**src/rtl/bat_pkg.sv**
```systemverilog
package bat_pkg;

   // tag type and array subtype characters
   localparam logic [7:0] CH_UA = 8'h41;  // 'A'
   localparam logic [7:0] CH_LC = 8'h63;  // 'c'
   localparam logic [7:0] CH_UC = 8'h43;  // 'C'
   localparam logic [7:0] CH_LS = 8'h73;  // 's'
   localparam logic [7:0] CH_US = 8'h53;  // 'S'
   localparam logic [7:0] CH_LI = 8'h69;  // 'i'
   localparam logic [7:0] CH_UI = 8'h49;  // 'I'
   localparam logic [7:0] CH_LF = 8'h66;  // 'f'
   localparam logic [7:0] CH_UZ = 8'h5A;  // 'Z'
   localparam logic [7:0] CH_UH = 8'h48;  // 'H'
   localparam logic [7:0] CH_UB = 8'h42;  // 'B'

   typedef enum logic [3:0] {
      PH_KEY0,
      PH_KEY1,
      PH_TYPE,
      PH_SCALAR,
      PH_STRING,
      PH_SUB,
      PH_COUNT,
      PH_ELEM,
      PH_SKIP
   } phase_type;

   typedef enum logic [2:0] {
      KIND_SCALAR = 3'd0,
      KIND_CHAR   = 3'd1,
      KIND_STREND = 3'd2,
      KIND_ELEM   = 3'd3,
      KIND_EMPTY  = 3'd4,
      KIND_ERROR  = 3'd5
   } kind_type;

   typedef struct packed {
      kind_type           kind;
      logic [15:0]        tag_key;
      logic [7:0]         type_code;
      logic [7:0]         elem_type;
      logic signed [63:0] value;
      logic [31:0]        element_index;
      logic               last_element;
   } rsp_type;

   // byte size of a scalar type, zero when not a scalar type
   function automatic logic [2:0] scalar_size(input logic [7:0] t);
      logic [2:0] sz;
      begin
         unique case (t)
            CH_UA, CH_LC, CH_UC: sz = 3'd1;
            CH_LS, CH_US:        sz = 3'd2;
            CH_LI, CH_UI, CH_LF: sz = 3'd4;
            default:             sz = 3'd0;
         endcase
         return sz;
      end
   endfunction

   function automatic logic [63:0] extend(input logic [7:0] t, input logic [31:0] acc);
      logic [63:0] v;
      begin
         unique case (t)
            CH_LC:        v = {{56{acc[7]}}, acc[7:0]};
            CH_LS:        v = {{48{acc[15]}}, acc[15:0]};
            CH_LI:        v = {{32{acc[31]}}, acc};
            CH_UA, CH_UC: v = {56'd0, acc[7:0]};
            CH_US:        v = {48'd0, acc[15:0]};
            default:      v = {32'd0, acc};
         endcase
         return v;
      end
   endfunction

endpackage

```
**src/rtl/bat_parse.sv**
```systemverilog
module bat_parse
   import bat_pkg::*;
(
   input  logic       clock,
   input  logic       reset,
   input  logic       accept,
   input  logic [7:0] data_byte,
   input  logic       block_end,
   output logic       res_valid,
   output rsp_type    res
);

   phase_type   phase_ff, phase_in;
   logic [15:0] key_ff, key_in;
   logic [7:0]  type_ff, type_in;
   logic [7:0]  sub_ff, sub_in;
   logic [2:0]  byte_pos_ff, byte_pos_in;
   logic [31:0] value_acc_ff, value_acc_in;
   logic [31:0] array_count_ff, array_count_in;
   logic [31:0] elem_counter_ff, elem_counter_in;
   logic        key_valid_ff, key_valid_in;

   always_ff @(posedge clock) begin
      if (reset) begin
         phase_ff        <= PH_KEY0;
         key_ff          <= '0;
         type_ff         <= '0;
         sub_ff          <= '0;
         byte_pos_ff     <= '0;
         value_acc_ff    <= '0;
         array_count_ff  <= '0;
         elem_counter_ff <= '0;
         key_valid_ff    <= 1'b0;
      end else begin
         phase_ff        <= phase_in;
         key_ff          <= key_in;
         type_ff         <= type_in;
         sub_ff          <= sub_in;
         byte_pos_ff     <= byte_pos_in;
         value_acc_ff    <= value_acc_in;
         array_count_ff  <= array_count_in;
         elem_counter_ff <= elem_counter_in;
         key_valid_ff    <= key_valid_in;
      end
   end

   always_comb begin
      logic [31:0] byte_word;
      logic [31:0] acc_new;
      logic [2:0]  pos_inc;
      logic        make_err;
      logic        err_sub;
      logic        close;
      logic        emit;
      logic        fin;
      rsp_type     rec;

      phase_in        = phase_ff;
      key_in          = key_ff;
      type_in         = type_ff;
      sub_in          = sub_ff;
      byte_pos_in     = byte_pos_ff;
      value_acc_in    = value_acc_ff;
      array_count_in  = array_count_ff;
      elem_counter_in = elem_counter_ff;
      key_valid_in    = key_valid_ff;

      byte_word = 32'(data_byte) << {byte_pos_ff[1:0], 3'b000};
      acc_new   = value_acc_ff | byte_word;
      pos_inc   = byte_pos_ff + 3'd1;
      make_err  = 1'b0;
      err_sub   = 1'b0;
      close     = 1'b0;
      emit      = 1'b0;
      fin       = (elem_counter_ff == array_count_ff - 32'd1);
      rec       = '0;

      if (accept) begin
         unique case (phase_ff)
            PH_KEY0: begin
               key_valid_in = 1'b0;
               key_in       = {data_byte, 8'h00};
               if (block_end) begin
                  make_err = 1'b1;
                  close    = 1'b1;
               end else begin
                  phase_in = PH_KEY1;
               end
            end
            PH_KEY1: begin
               key_in = {key_ff[15:8], data_byte};
               if (block_end) begin
                  make_err = 1'b1;
                  close    = 1'b1;
               end else begin
                  phase_in = PH_TYPE;
               end
            end
            PH_TYPE: begin
               type_in         = data_byte;
               sub_in          = 8'h00;
               key_valid_in    = 1'b1;
               byte_pos_in     = 3'd0;
               value_acc_in    = 32'd0;
               elem_counter_in = 32'd0;
               if (scalar_size(data_byte) != 3'd0 || data_byte == CH_UZ ||
                   data_byte == CH_UH || data_byte == CH_UB) begin
                  if (scalar_size(data_byte) != 3'd0) begin
                     phase_in = PH_SCALAR;
                  end else if (data_byte == CH_UB) begin
                     phase_in = PH_SUB;
                  end else begin
                     phase_in = PH_STRING;
                  end
                  if (block_end) begin
                     make_err = 1'b1;
                     close    = 1'b1;
                  end
               end else begin
                  // unknown type: report now, drop bytes up to block end
                  make_err = 1'b1;
                  if (block_end) begin
                     close = 1'b1;
                  end else begin
                     phase_in = PH_SKIP;
                  end
               end
            end
            PH_SCALAR: begin
               value_acc_in = acc_new;
               byte_pos_in  = pos_inc;
               if (pos_inc >= scalar_size(type_ff)) begin
                  emit              = 1'b1;
                  close             = 1'b1;
                  rec.kind          = KIND_SCALAR;
                  rec.tag_key       = key_ff;
                  rec.type_code     = type_ff;
                  rec.value         = extend(type_ff, acc_new);
               end else if (block_end) begin
                  make_err = 1'b1;
                  close    = 1'b1;
               end
            end
            PH_STRING: begin
               if (data_byte == 8'h00) begin
                  emit              = 1'b1;
                  close             = 1'b1;
                  rec.kind          = KIND_STREND;
                  rec.tag_key       = key_ff;
                  rec.type_code     = type_ff;
                  rec.element_index = elem_counter_ff;
               end else if (block_end) begin
                  make_err = 1'b1;
                  close    = 1'b1;
               end else begin
                  emit              = 1'b1;
                  rec.kind          = KIND_CHAR;
                  rec.tag_key       = key_ff;
                  rec.type_code     = type_ff;
                  rec.value         = 64'(data_byte);
                  rec.element_index = elem_counter_ff;
                  elem_counter_in   = elem_counter_ff + 32'd1;
               end
            end
            PH_SUB: begin
               sub_in  = data_byte;
               err_sub = 1'b1;
               if (data_byte == CH_UA || scalar_size(data_byte) == 3'd0) begin
                  make_err = 1'b1;
                  if (block_end) begin
                     close = 1'b1;
                  end else begin
                     phase_in = PH_SKIP;
                  end
               end else if (block_end) begin
                  make_err = 1'b1;
                  close    = 1'b1;
               end else begin
                  byte_pos_in    = 3'd0;
                  array_count_in = 32'd0;
                  phase_in       = PH_COUNT;
               end
            end
            PH_COUNT: begin
               array_count_in = array_count_ff | byte_word;
               byte_pos_in    = pos_inc;
               err_sub        = 1'b1;
               if (pos_inc >= 3'd4) begin
                  if ((array_count_ff | byte_word) == 32'd0) begin
                     emit          = 1'b1;
                     close         = 1'b1;
                     rec.kind      = KIND_EMPTY;
                     rec.tag_key   = key_ff;
                     rec.type_code = type_ff;
                     rec.elem_type = sub_ff;
                  end else if (block_end) begin
                     make_err = 1'b1;
                     close    = 1'b1;
                  end else begin
                     byte_pos_in     = 3'd0;
                     value_acc_in    = 32'd0;
                     elem_counter_in = 32'd0;
                     phase_in        = PH_ELEM;
                  end
               end else if (block_end) begin
                  make_err = 1'b1;
                  close    = 1'b1;
               end
            end
            PH_ELEM: begin
               value_acc_in = acc_new;
               byte_pos_in  = pos_inc;
               err_sub      = 1'b1;
               if (pos_inc >= scalar_size(sub_ff)) begin
                  if (!fin && block_end) begin
                     make_err = 1'b1;
                     close    = 1'b1;
                  end else begin
                     emit              = 1'b1;
                     rec.kind          = KIND_ELEM;
                     rec.tag_key       = key_ff;
                     rec.type_code     = type_ff;
                     rec.elem_type     = sub_ff;
                     rec.value         = extend(sub_ff, acc_new);
                     rec.element_index = elem_counter_ff;
                     rec.last_element  = fin;
                     if (fin) begin
                        close = 1'b1;
                     end else begin
                        elem_counter_in = elem_counter_ff + 32'd1;
                        byte_pos_in     = 3'd0;
                        value_acc_in    = 32'd0;
                     end
                  end
               end else if (block_end) begin
                  make_err = 1'b1;
                  close    = 1'b1;
               end
            end
            default: begin
               if (block_end) begin
                  close = 1'b1;
               end else begin
                  phase_in = PH_SKIP;
               end
            end
         endcase

         // error fields come from the tag as it stands before it is closed
         if (make_err) begin
            emit          = 1'b1;
            rec           = '0;
            rec.kind      = KIND_ERROR;
            rec.tag_key   = key_valid_in ? key_in : 16'h0000;
            rec.type_code = key_valid_in ? type_in : 8'h00;
            rec.elem_type = err_sub ? sub_in : 8'h00;
         end
         if (close) begin
            phase_in     = PH_KEY0;
            key_valid_in = 1'b0;
         end
      end

      res_valid = emit;
      res       = rec;
   end

endmodule

```
**src/rtl/bat_out_buf.sv**
```systemverilog
module bat_out_buf
   import bat_pkg::*;
(
   input  logic    clock,
   input  logic    reset,
   input  logic    push,
   input  rsp_type push_data,
   output logic    space,
   output logic    out_valid,
   input  logic    out_ready,
   output rsp_type out_data
);

   logic    main_valid_ff, main_valid_in;
   logic    skid_valid_ff, skid_valid_in;
   rsp_type main_ff, main_in;
   rsp_type skid_ff, skid_in;
   logic    pop;

   assign pop       = main_valid_ff & out_ready;
   assign space     = ~skid_valid_ff;
   assign out_valid = main_valid_ff;
   assign out_data  = main_ff;

   always_ff @(posedge clock) begin
      if (reset) begin
         main_valid_ff <= 1'b0;
         skid_valid_ff <= 1'b0;
      end else begin
         main_valid_ff <= main_valid_in;
         skid_valid_ff <= skid_valid_in;
      end
   end

   always_ff @(posedge clock) begin
      main_ff <= main_in;
      skid_ff <= skid_in;
   end

   always_comb begin
      main_in       = main_ff;
      skid_in       = skid_ff;
      main_valid_in = main_valid_ff;
      skid_valid_in = skid_valid_ff;
      if (pop) begin
         if (skid_valid_ff) begin
            main_in       = skid_ff;
            skid_valid_in = 1'b0;
         end else begin
            main_valid_in = 1'b0;
         end
      end
      // the skid entry only fills while the head item is still waiting
      if (push) begin
         if (!main_valid_in) begin
            main_in       = push_data;
            main_valid_in = 1'b1;
         end else begin
            skid_in       = push_data;
            skid_valid_in = 1'b1;
         end
      end
   end

endmodule

```
**src/rtl/bam_aux_tag_parser.sv**
```systemverilog
// Auxiliary-tag parser for one alignment record: takes one byte of the aux block per cycle while
// req_ready is high and gives at most one result item per byte, registered in the output buffer.
// All parsing for a byte is done between the parser's state registers and a two-entry output
// buffer, so a byte can be taken in every cycle while that buffer has space. req_ready depends
// only on that buffer: it drops only when two results wait, and the sustained rate is one byte
// per cycle as long as the consumer takes results at that rate.
module bam_aux_tag_parser
   import bat_pkg::*;
(
   input  logic               clock,
   input  logic               reset,
   input  logic               req_valid,
   output logic               req_ready,
   input  logic [7:0]         req_data_byte,
   input  logic               req_block_end,
   output logic               rsp_valid,
   input  logic               rsp_ready,
   output logic [2:0]         rsp_kind,
   output logic [15:0]        rsp_tag_key,
   output logic [7:0]         rsp_type_code,
   output logic [7:0]         rsp_elem_type,
   output logic signed [63:0] rsp_value,
   output logic [31:0]        rsp_element_index,
   output logic               rsp_last_element
);

   logic    accept;
   logic    res_valid;
   rsp_type res;
   rsp_type out_data;

   assign accept = req_valid & req_ready;

   bat_parse u_parse (
      .clock     (clock),
      .reset     (reset),
      .accept    (accept),
      .data_byte (req_data_byte),
      .block_end (req_block_end),
      .res_valid (res_valid),
      .res       (res)
   );

   bat_out_buf u_out_buf (
      .clock     (clock),
      .reset     (reset),
      .push      (res_valid),
      .push_data (res),
      .space     (req_ready),
      .out_valid (rsp_valid),
      .out_ready (rsp_ready),
      .out_data  (out_data)
   );

   assign rsp_kind          = out_data.kind;
   assign rsp_tag_key       = out_data.tag_key;
   assign rsp_type_code     = out_data.type_code;
   assign rsp_elem_type     = out_data.elem_type;
   assign rsp_value         = out_data.value;
   assign rsp_element_index = out_data.element_index;
   assign rsp_last_element  = out_data.last_element;

endmodule

```
**config.mk**
```make
export PLATFORM = sky130hd
export DESIGN_NAME = bam_aux_tag_parser
export DESIGN_NICKNAME = d
export VERILOG_FILES = /design/src/rtl/bat_pkg.sv /design/src/rtl/bat_parse.sv /design/src/rtl/bat_out_buf.sv /design/src/rtl/bam_aux_tag_parser.sv
export SDC_FILE = /design/constraint.sdc
export NUM_CORES = 1
export LEC_CHECK = 0
export BUFFER_PORTS_ARGS = -buffer_cell sky130_fd_sc_hd__buf_4
export CAP_MARGIN = 25
export CORE_MARGIN = 4
export CORE_UTILIZATION = 50
export CTS_BUF_LIST = sky130_fd_sc_hd__clkbuf_8
export CTS_CLUSTER_DIAMETER = 200
export DETAILED_ROUTE_END_ITERATION = 10
export GPL_ROUTABILITY_DRIVEN = 0
export PLACE_DENSITY = 0.71
export SLEW_MARGIN = 25
export SYNTH_ARGS = -nofsm -noshare
export SYNTH_HDL_FRONTEND = slang
export SYNTH_HIERARCHICAL = 1
export SYNTH_SLANG_ARGS = --single-unit
```
**constraint.sdc**
```tcl
create_clock -name clock -period 7.4 [get_ports clock]
set_input_delay 0.74 -clock clock [delete_from_list [all_inputs] [get_ports clock]]
set_output_delay 0.74 -clock clock [all_outputs]
set_load 0.1 [all_outputs]
```
==> flow_summary.ini, run 1 <==
[logic_synthesis]
yosys.area.top_type = dfxtp_1
seq_area_frac_synth_pct = 47.1
synth_area_leaders = dfxtp_1 27%, edfxtp_1 20%, a221oi_2 6.1%
synthCells = 2169
synth.distinct_cells = 83
synth_nets = 2191
synth_warnings = 6
syn_area_per_cell_um2 = 9.17
synth_enable_flop_cells = 132
ys.flop_type = dfxtp_1
syn-cell-area_mm2 = 0.0199
synth-seq-cells = 402
postSynth.asyncResetShare_pct = 0
synth.top_cell.area_share_pct = 27.2

[cts]
insertion_delay_ps = 590
htreeDepth = 3
cts-root-buf = clkbuf_8
post_cts_resized = 0
cts_setup_buffers = 0
cts.reportedPaths.clkPinSlew_ps = 60
cts_buffer_depth = 3
cts_buffers = 67
cts_sinks = 402
cts_hold_buf = 0
cts_tree = built

[drt]
wire_per_inst_um = 20.3
drc = 0
via_per_inst = 6.25
vias = 17400
routed_wl_um = 56400
initialDrtViolationCount = 2227
dr.pass1.iters = 7
ant_nets = 0

[placement]
portBuffers = 146
dp_hpwl_um = 36200

[sta]
slew_headroom_pct = 28.9
rsz0062_at_grt = no
fin_crit_sh_pct = 78.5
fmax_mhz = 172
setup_tns_ps = 0
post-route-min-period_ps = 5810
skew_ps = 21.3
final-hold-violation-count = 0
tightest_slew_ps = 1060
finalSetupViolations = 0
slew_violations = 0

[flow_run]
max_cap_viol_count = 0

[min_path]
hold_path_class = reg -> reg

[floorplan]
dieHeight_um = 207
dieArea_mm2 = 0.0430
initial_core_util_pct = 51.0
core_area_mm2 = 0.0390
design.portCount = 147
fp-row-count = 72
fp.dieW_um = 207

[critical_path]
cp.required_ps = 7600
critPathLaunch = u_parse/array_count_ff[8]$_SDFFE_PP0P_
path_max_fanout = 70
reg2reg_to = u_out_buf/skid_ff[37]$_DFFE_PP_
rr_startpoint = u_parse/array_count_ff[8]$_SDFFE_PP0P_
criticalPathCategory = reg -> reg
critical_path.endpoint_type = flip-flop
start_kind = flip-flop
r2r_setup_slack_ps = 1590
critPathArrivalTime_ps = 6010
worstSetupEndpoint = u_out_buf/skid_ff[37]$_DFFE_PP_
r2r_cells = 12

[finish]
drive_above_1_share_pct = 16.5
final_nets = 2225
fillCellCount = 3378
area_growth_pct = 11.4

[power]
power.total_uw = 5930
vdd_drop_max_uv = 140
leakage_uw = 0.00768
powerDensity_mw_per_mm2 = 268

[global_routing]
grtUsageTotal_pct = 24.7
grt-ovfl-total = 0
antenna_found_initial = 0
first_global_vias = 16100
grt_first_pass_wirelength_um = 89300
grt_max_degree = 112

[status]
status = complete, no violations
==> kinds of logic (layout without fill, tap and decap cells) <==
| group | Yosys count | count (layout) | share of synthesized area (%) |
|---|---|---|---|
| and+or+nand+nor | 707 | 707 | 17.1 |
| muxes | 2 | 2 | 0.107 |
| DFF | 402 | 402 | 47.1 |
| other | 0 | 1 | 0 |
| adders and majority gates | 9 | 9 | 0.566 |
| buffers and inverters | 352 | 438 | 7.99 |
| AOI/OAI and AO/OA | 639 | 639 | 24.5 |
| xor gates and xnor gates | 58 | 58 | 2.55 |
==> layout by cell type (no fill, tap or decap), types with 9 or more instances in the layout <==
master	count
a21oi_1	130
a221oi_1	53
a221oi_2	81
a22o_1	15
a22oi_1	42
and2_1	45
and3_1	24
buf_4	159
clkbuf_8	81
clkinv_1	12
dfxtp_1	269
edfxtp_1	132
ha_1	9
inv_1	173
nand2_1	71
nand2b_1	18
nand3_1	53
nand4_1	22
nor2_1	317
nor2b_1	13
nor3_1	59
nor4_1	11
o211ai_1	10
o21ai_0	88
o22ai_1	133
or3_1	15
or4_1	13
xnor2_1	29
xor2_1	29
==> cell type report <==
type	count	area [um2]	area share [%]
flip-flops and latches	402	9370	42.3
diodes	1	2.50	0.0113
repair buffers	164	1270	5.75
clock buffers	81	1110	5.03
inverters	153	574	2.59
well taps	518	648	2.93
clock inverters	40	164	0.740
multi-input cells	1415	9000	40.6
==> Yosys cell counts, drive strengths merged (25+ instances only) <==
library cell	number
and2	45
a221oi	134
edfxtp	132
a21oi	133
nor3	62
inv	153
o22ai	133
xnor2	29
nand3	54
a22oi	42
buf	105
and3	25
o21ai	94
nand2	74
xor2	29
clkbuf	94
nor2	319
dfxtp	270
==> how the worst min path moves through the flow <==
| stage | cells past startpoint | endpoint | start |
|---|---|---|---|
| after global routing | 2 | u_parse/key_ff[7]$_SDFFE_PP0P_ | u_parse/key_ff[7]$_SDFFE_PP0P_ |
| after global placement | 2 | u_parse/key_ff[7]$_SDFFE_PP0P_ | u_parse/key_ff[7]$_SDFFE_PP0P_ |
| after detailed placement | 2 | u_parse/key_ff[5]$_SDFFE_PP0P_ | u_parse/key_ff[5]$_SDFFE_PP0P_ |
| after floorplan | 2 | u_parse/value_acc_ff[0]$_SDFFE_PP0P_ | u_parse/value_acc_ff[0]$_SDFFE_PP0P_ |
| final | 2 | u_parse/key_ff[1]$_SDFFE_PP0P_ | u_parse/key_ff[1]$_SDFFE_PP0P_ |
| after CTS | 2 | u_parse/key_ff[5]$_SDFFE_PP0P_ | u_parse/key_ff[5]$_SDFFE_PP0P_ |
==> worst max-delay path, cell delays in order (launching register included) <==
cell and delay [ps]:
dfxtp_1 360, or4_1 710, or4_4 590, or3_1 390
a2111oi_0 430, and3_1 250, and3_1 200, a31oi_1 150
nor2_2 190, o31ai_4 210, inv_2 200, and3_4 790
buf_4 860
==> where the power goes <==
group,leakage (uW),total (uW),internal [uW],switching (uW)
clock,0.000733,1860,990,871
sequential,0.00330,2530,2410,119
combinational,0.00364,1540,323,1220
total,0.00768,5930,3720,2210
==> metal layers <==
layer	up-vias	part of all wire [%]	GRT usage [%]
li1	8006	-	-
met1	8471	44	35.7
met2	787	46	38.4
met3	87	8.4	4.67
met4	0	1.6	6.29
met5	-	0	0
==> metrics by stage <==
step	std cells	hold slack [ps]	utilization, %	instance area, um2	setup WS (ps)
final	2774	461	56.8	22200	1590
after floorplan	2169	430	-	19900	545
after global placement	2650	438	53.3	20800	1740
after CTS	2771	455	56.6	22100	1670
after global routing	2773	476	56.8	22200	1330
after detailed placement	2650	447	53.3	20800	1680
==> registers in the layout (all words and copies together) (netlist names) <==
register and flops:
u_parse/type_ff 8, u_parse/sub_ff 8, u_parse/array_count_ff 32, u_parse/phase_ff 4, u_out_buf/skid_valid_ff 1, u_parse/key_valid_ff 1, u_out_buf/skid_ff 132, u_parse/byte_pos_ff 3
u_parse/elem_counter_ff 32, u_parse/key_ff 16, u_parse/value_acc_ff 32, u_out_buf/out_data 132, u_out_buf/out_valid 1
Power figures use the tool's default switching activity.
==> run 2, diff against run 1 <==
--- a/config.mk
+++ b/config.mk
@@ -5,6 +5,7 @@
 export SDC_FILE = /design/constraint.sdc
 export NUM_CORES = 1
 export LEC_CHECK = 0
+export ABC_AREA = 1
 export BUFFER_PORTS_ARGS = -buffer_cell sky130_fd_sc_hd__buf_4
 export CAP_MARGIN = 25
 export CORE_MARGIN = 4
@@ -13,7 +14,7 @@
 export CTS_CLUSTER_DIAMETER = 200
 export DETAILED_ROUTE_END_ITERATION = 10
 export GPL_ROUTABILITY_DRIVEN = 0
-export PLACE_DENSITY = 0.71
+export PLACE_DENSITY = 0.7
 export SLEW_MARGIN = 25
 export SYNTH_ARGS = -nofsm -noshare
 export SYNTH_HDL_FRONTEND = slang
==> constraint.sdc (replaced) <==
create_clock -name clock -period 5.2 [get_ports clock]
set_input_delay 0.52 -clock clock [delete_from_list [all_inputs] [get_ports clock]]
set_output_delay 0.52 -clock clock [all_outputs]
set_load 0.1 [all_outputs]
==> run 2 against run 1 <==
Compared with the run above:
- count of clock-buffer cells in the layout rose by 5
- sequential power rose by 46%
- sequential share of layout area fell by 5.5 points
- final area rose by 15%
- utilization fell by 0.73 points
- largest power group unchanged
- critical path type unchanged
- synthesized cell count rose by 53%
- clock power rose by 62%
- largest cell class is now multi-input gates
==> flow_summary.ini, run 2 <==
[status]
status = complete, no violations

[flow_run]
max_cap_viol_count = 0

[critical_path]
crit_family = simple AND/OR/NAND/NOR gates
path_max_fanout = 53
critical_path.endpoint_type = flip-flop
criticalPathCategory = reg -> reg
cp_common_cell = inv_1
worst-path-buf-inv = 7
start_kind = flip-flop
crit_path_max_incr_delay_ps = 680
path_cells = inv_1 -> nand3_1 -> a2111oi_4 -> ha_1 -> nor2_1 -> inv_1 -> a21oi_1 -> inv_1 -> a21oi_1 -> inv_1 -> nand2_1 -> clkinv_2 -> nand2_4 -> nand4_4 -> nor2_1 -> nor2_4 -> nand3_2 -> clkinvlp_4 -> buf_12
critPathArrivalTime_ps = 4820
crit_slowest_cell = a2111oi_4
cp.required_ps = 5540

[finish]
mostFrequentLayoutCell = nand2_1
fillCellCount = 4324
drive_above_1_share_pct = 9.94
final_nets = 3338
area_growth_pct = 10.8
layout_common_cells = 804 x nand2_1, 551 x inv_1, 358 x nand3_1, 268 x dfxtp_1, 226 x nor2_1
fin_cells = 3971

[sta]
tightest_slew_ps = 1020
setup_tns_ps = 0
worst_hold_slack_ps = 298
rsz0062_at_grt = no
slew_violations = 0
fmax_mhz = 223
slew_headroom_pct = 31.8
post-route-min-period_ps = 4490
worst_slack_ps = 715
final-hold-violation-count = 0
fin_crit_sh_pct = 86.3
skew_ps = 35.4
finalSetupViolations = 0

[logic_synthesis]
yosys.area.top_type = dfxtp_1
yosys-top-cells-count = 804 x nand2_1, 530 x inv_1, 359 x nand3_1
synthCells = 3308
synth_enable_flop_cells = 132
syn_area_per_cell_um2 = 6.96
synth_warnings = 6
postSynth.asyncResetShare_pct = 0
synth.top_cell.area_share_pct = 23.5
seq_area_frac_synth_pct = 40.7
synth.distinct_cells = 51
syn-cell-area_mm2 = 0.0230
ys.flop_type = dfxtp_1
synth_nets = 3330
synth_area_leaders = dfxtp_1 23%, edfxtp_1 17%, nand2_1 13%
synth-seq-cells = 402
yosysMostFrequentCell = nand2_1

[power]
p_comb_share_pct = 33.7
leakage_uw = 0.0125
seq_power_share_pct = 36.6
vdd_drop_max_uv = 435
switchingPower_uw = 4150
internal_power_uw = 5960
clkPwrFrac_pct = 29.7
swShare_pct = 41.0
powerDensity_mw_per_mm2 = 397

[floorplan]
fp-row-count = 78
design.portCount = 147
fp.dieW_um = 223
dieHeight_um = 223
dieArea_mm2 = 0.0495
initial_core_util_pct = 50.6
core_area_mm2 = 0.0455

[global_routing]
grtUsageTotal_pct = 26.2
grt_first_pass_wirelength_um = 109000
grt-ovfl-total = 0
antenna_found_initial = 1
grt_max_degree = 86
first_global_vias = 20500

[drt]
ant_nets = 0
wire_per_inst_um = 16.9
via_per_inst = 5.60
initialDrtViolationCount = 2845
vias = 22200
drc = 0
dr.pass1.iters = 6
routed_wl_um = 67200

[cts]
htreeDepth = 3
cts_sinks = 402
cts-root-buf = clkbuf_8
cts_buffer_depth = 3
cts_hold_buf = 0
cts_tree = built
cts_setup_buffers = 0
cts_buffers = 70
post_cts_resized = 0
cts.reportedPaths.clkPinSlew_ps = 60
insertion_delay_ps = 640

[placement]
pre_cts_ws_ps = 887
portBuffers = 146
dp.cells = 3844
dp_hpwl_um = 44900

[min_path]
hold_path_class = in -> reg
## run 2: worst paths after layout
path / start / endpoint / slack, ps / cells after the start
max reg2reg: u_parse/sub_ff[3]$_SDFFE_PP0P_ / u_out_buf/skid_ff[59]$_DFFE_PP_ / 710 / 19
min: req_data_byte[1] / u_parse/key_ff[9]$_SDFFE_PP0P_ / 300 / 3
min reg2reg: u_parse/key_valid_ff$_SDFFE_PP0P_ / u_parse/key_valid_ff$_SDFFE_PP0P_ / 480 / 2
max: u_parse/sub_ff[3]$_SDFFE_PP0P_ / u_out_buf/skid_ff[59]$_DFFE_PP_ / 710 / 19
## run 2: cell type report
type	count	area [um2]	area share, %
multi-input cells	2115	10500	41.0
flip-flops and latches	402	9380	36.8
inverters	550	2070	8.12
repair buffers	177	1390	5.46
clock buffers	86	1180	4.64
well taps	600	751	2.94
clock inverters	40	274	1.07
diodes	1	2.50	0.00981
## run 2: kinds of logic after synthesis
family / synth area share [%]
buf+inv: 14.2
fa+ha+maj: 0.489
flops: 40.7
xor+xnor: 2.29
compound gates: 9.87
simple gates: 32.5
## run 2: tightest hold or removal path: cells and delay by family
kind | cells | cell delay [ps]
AOI/OAI and AO/OA | 1 | 50
buffers and inverters | 1 | 180
and+or+nand+nor | 1 | 120
## run 2: per-stage QoR
step	area (um2)	utilization [%]	total power [uW]
after floorplan	23100	-	6420
after global placement	24000	52.8	7080
after detailed placement	24000	52.8	7120
after CTS	25500	56.1	10100
after global routing	25500	56.1	10600
final	25500	56.1	10100
## run 2: power by group through the flow
stage,sequential (uW),combinational (uW),clock (uW)
6_report,3700,3410,3010
2_1_floorplan,4750,1670,0
3_3_place_gp,3750,3330,0
4_1_cts,3690,3380,3080
5_1_grt,3720,3690,3230
3_5_place_dp,3760,3360,0
## run 2: routing by layer
layer | vias to the layer above | share of wire, % | track usage [%]
li1 | 10800 | - | -
met3 | 164 | 8.8 | 4.90
met4 | 2 | 3.3 | 10.3
met1 | 10200 | 43 | 36.8
met2 | 1042 | 45 | 40.1
met5 | - | 0.010 | 0
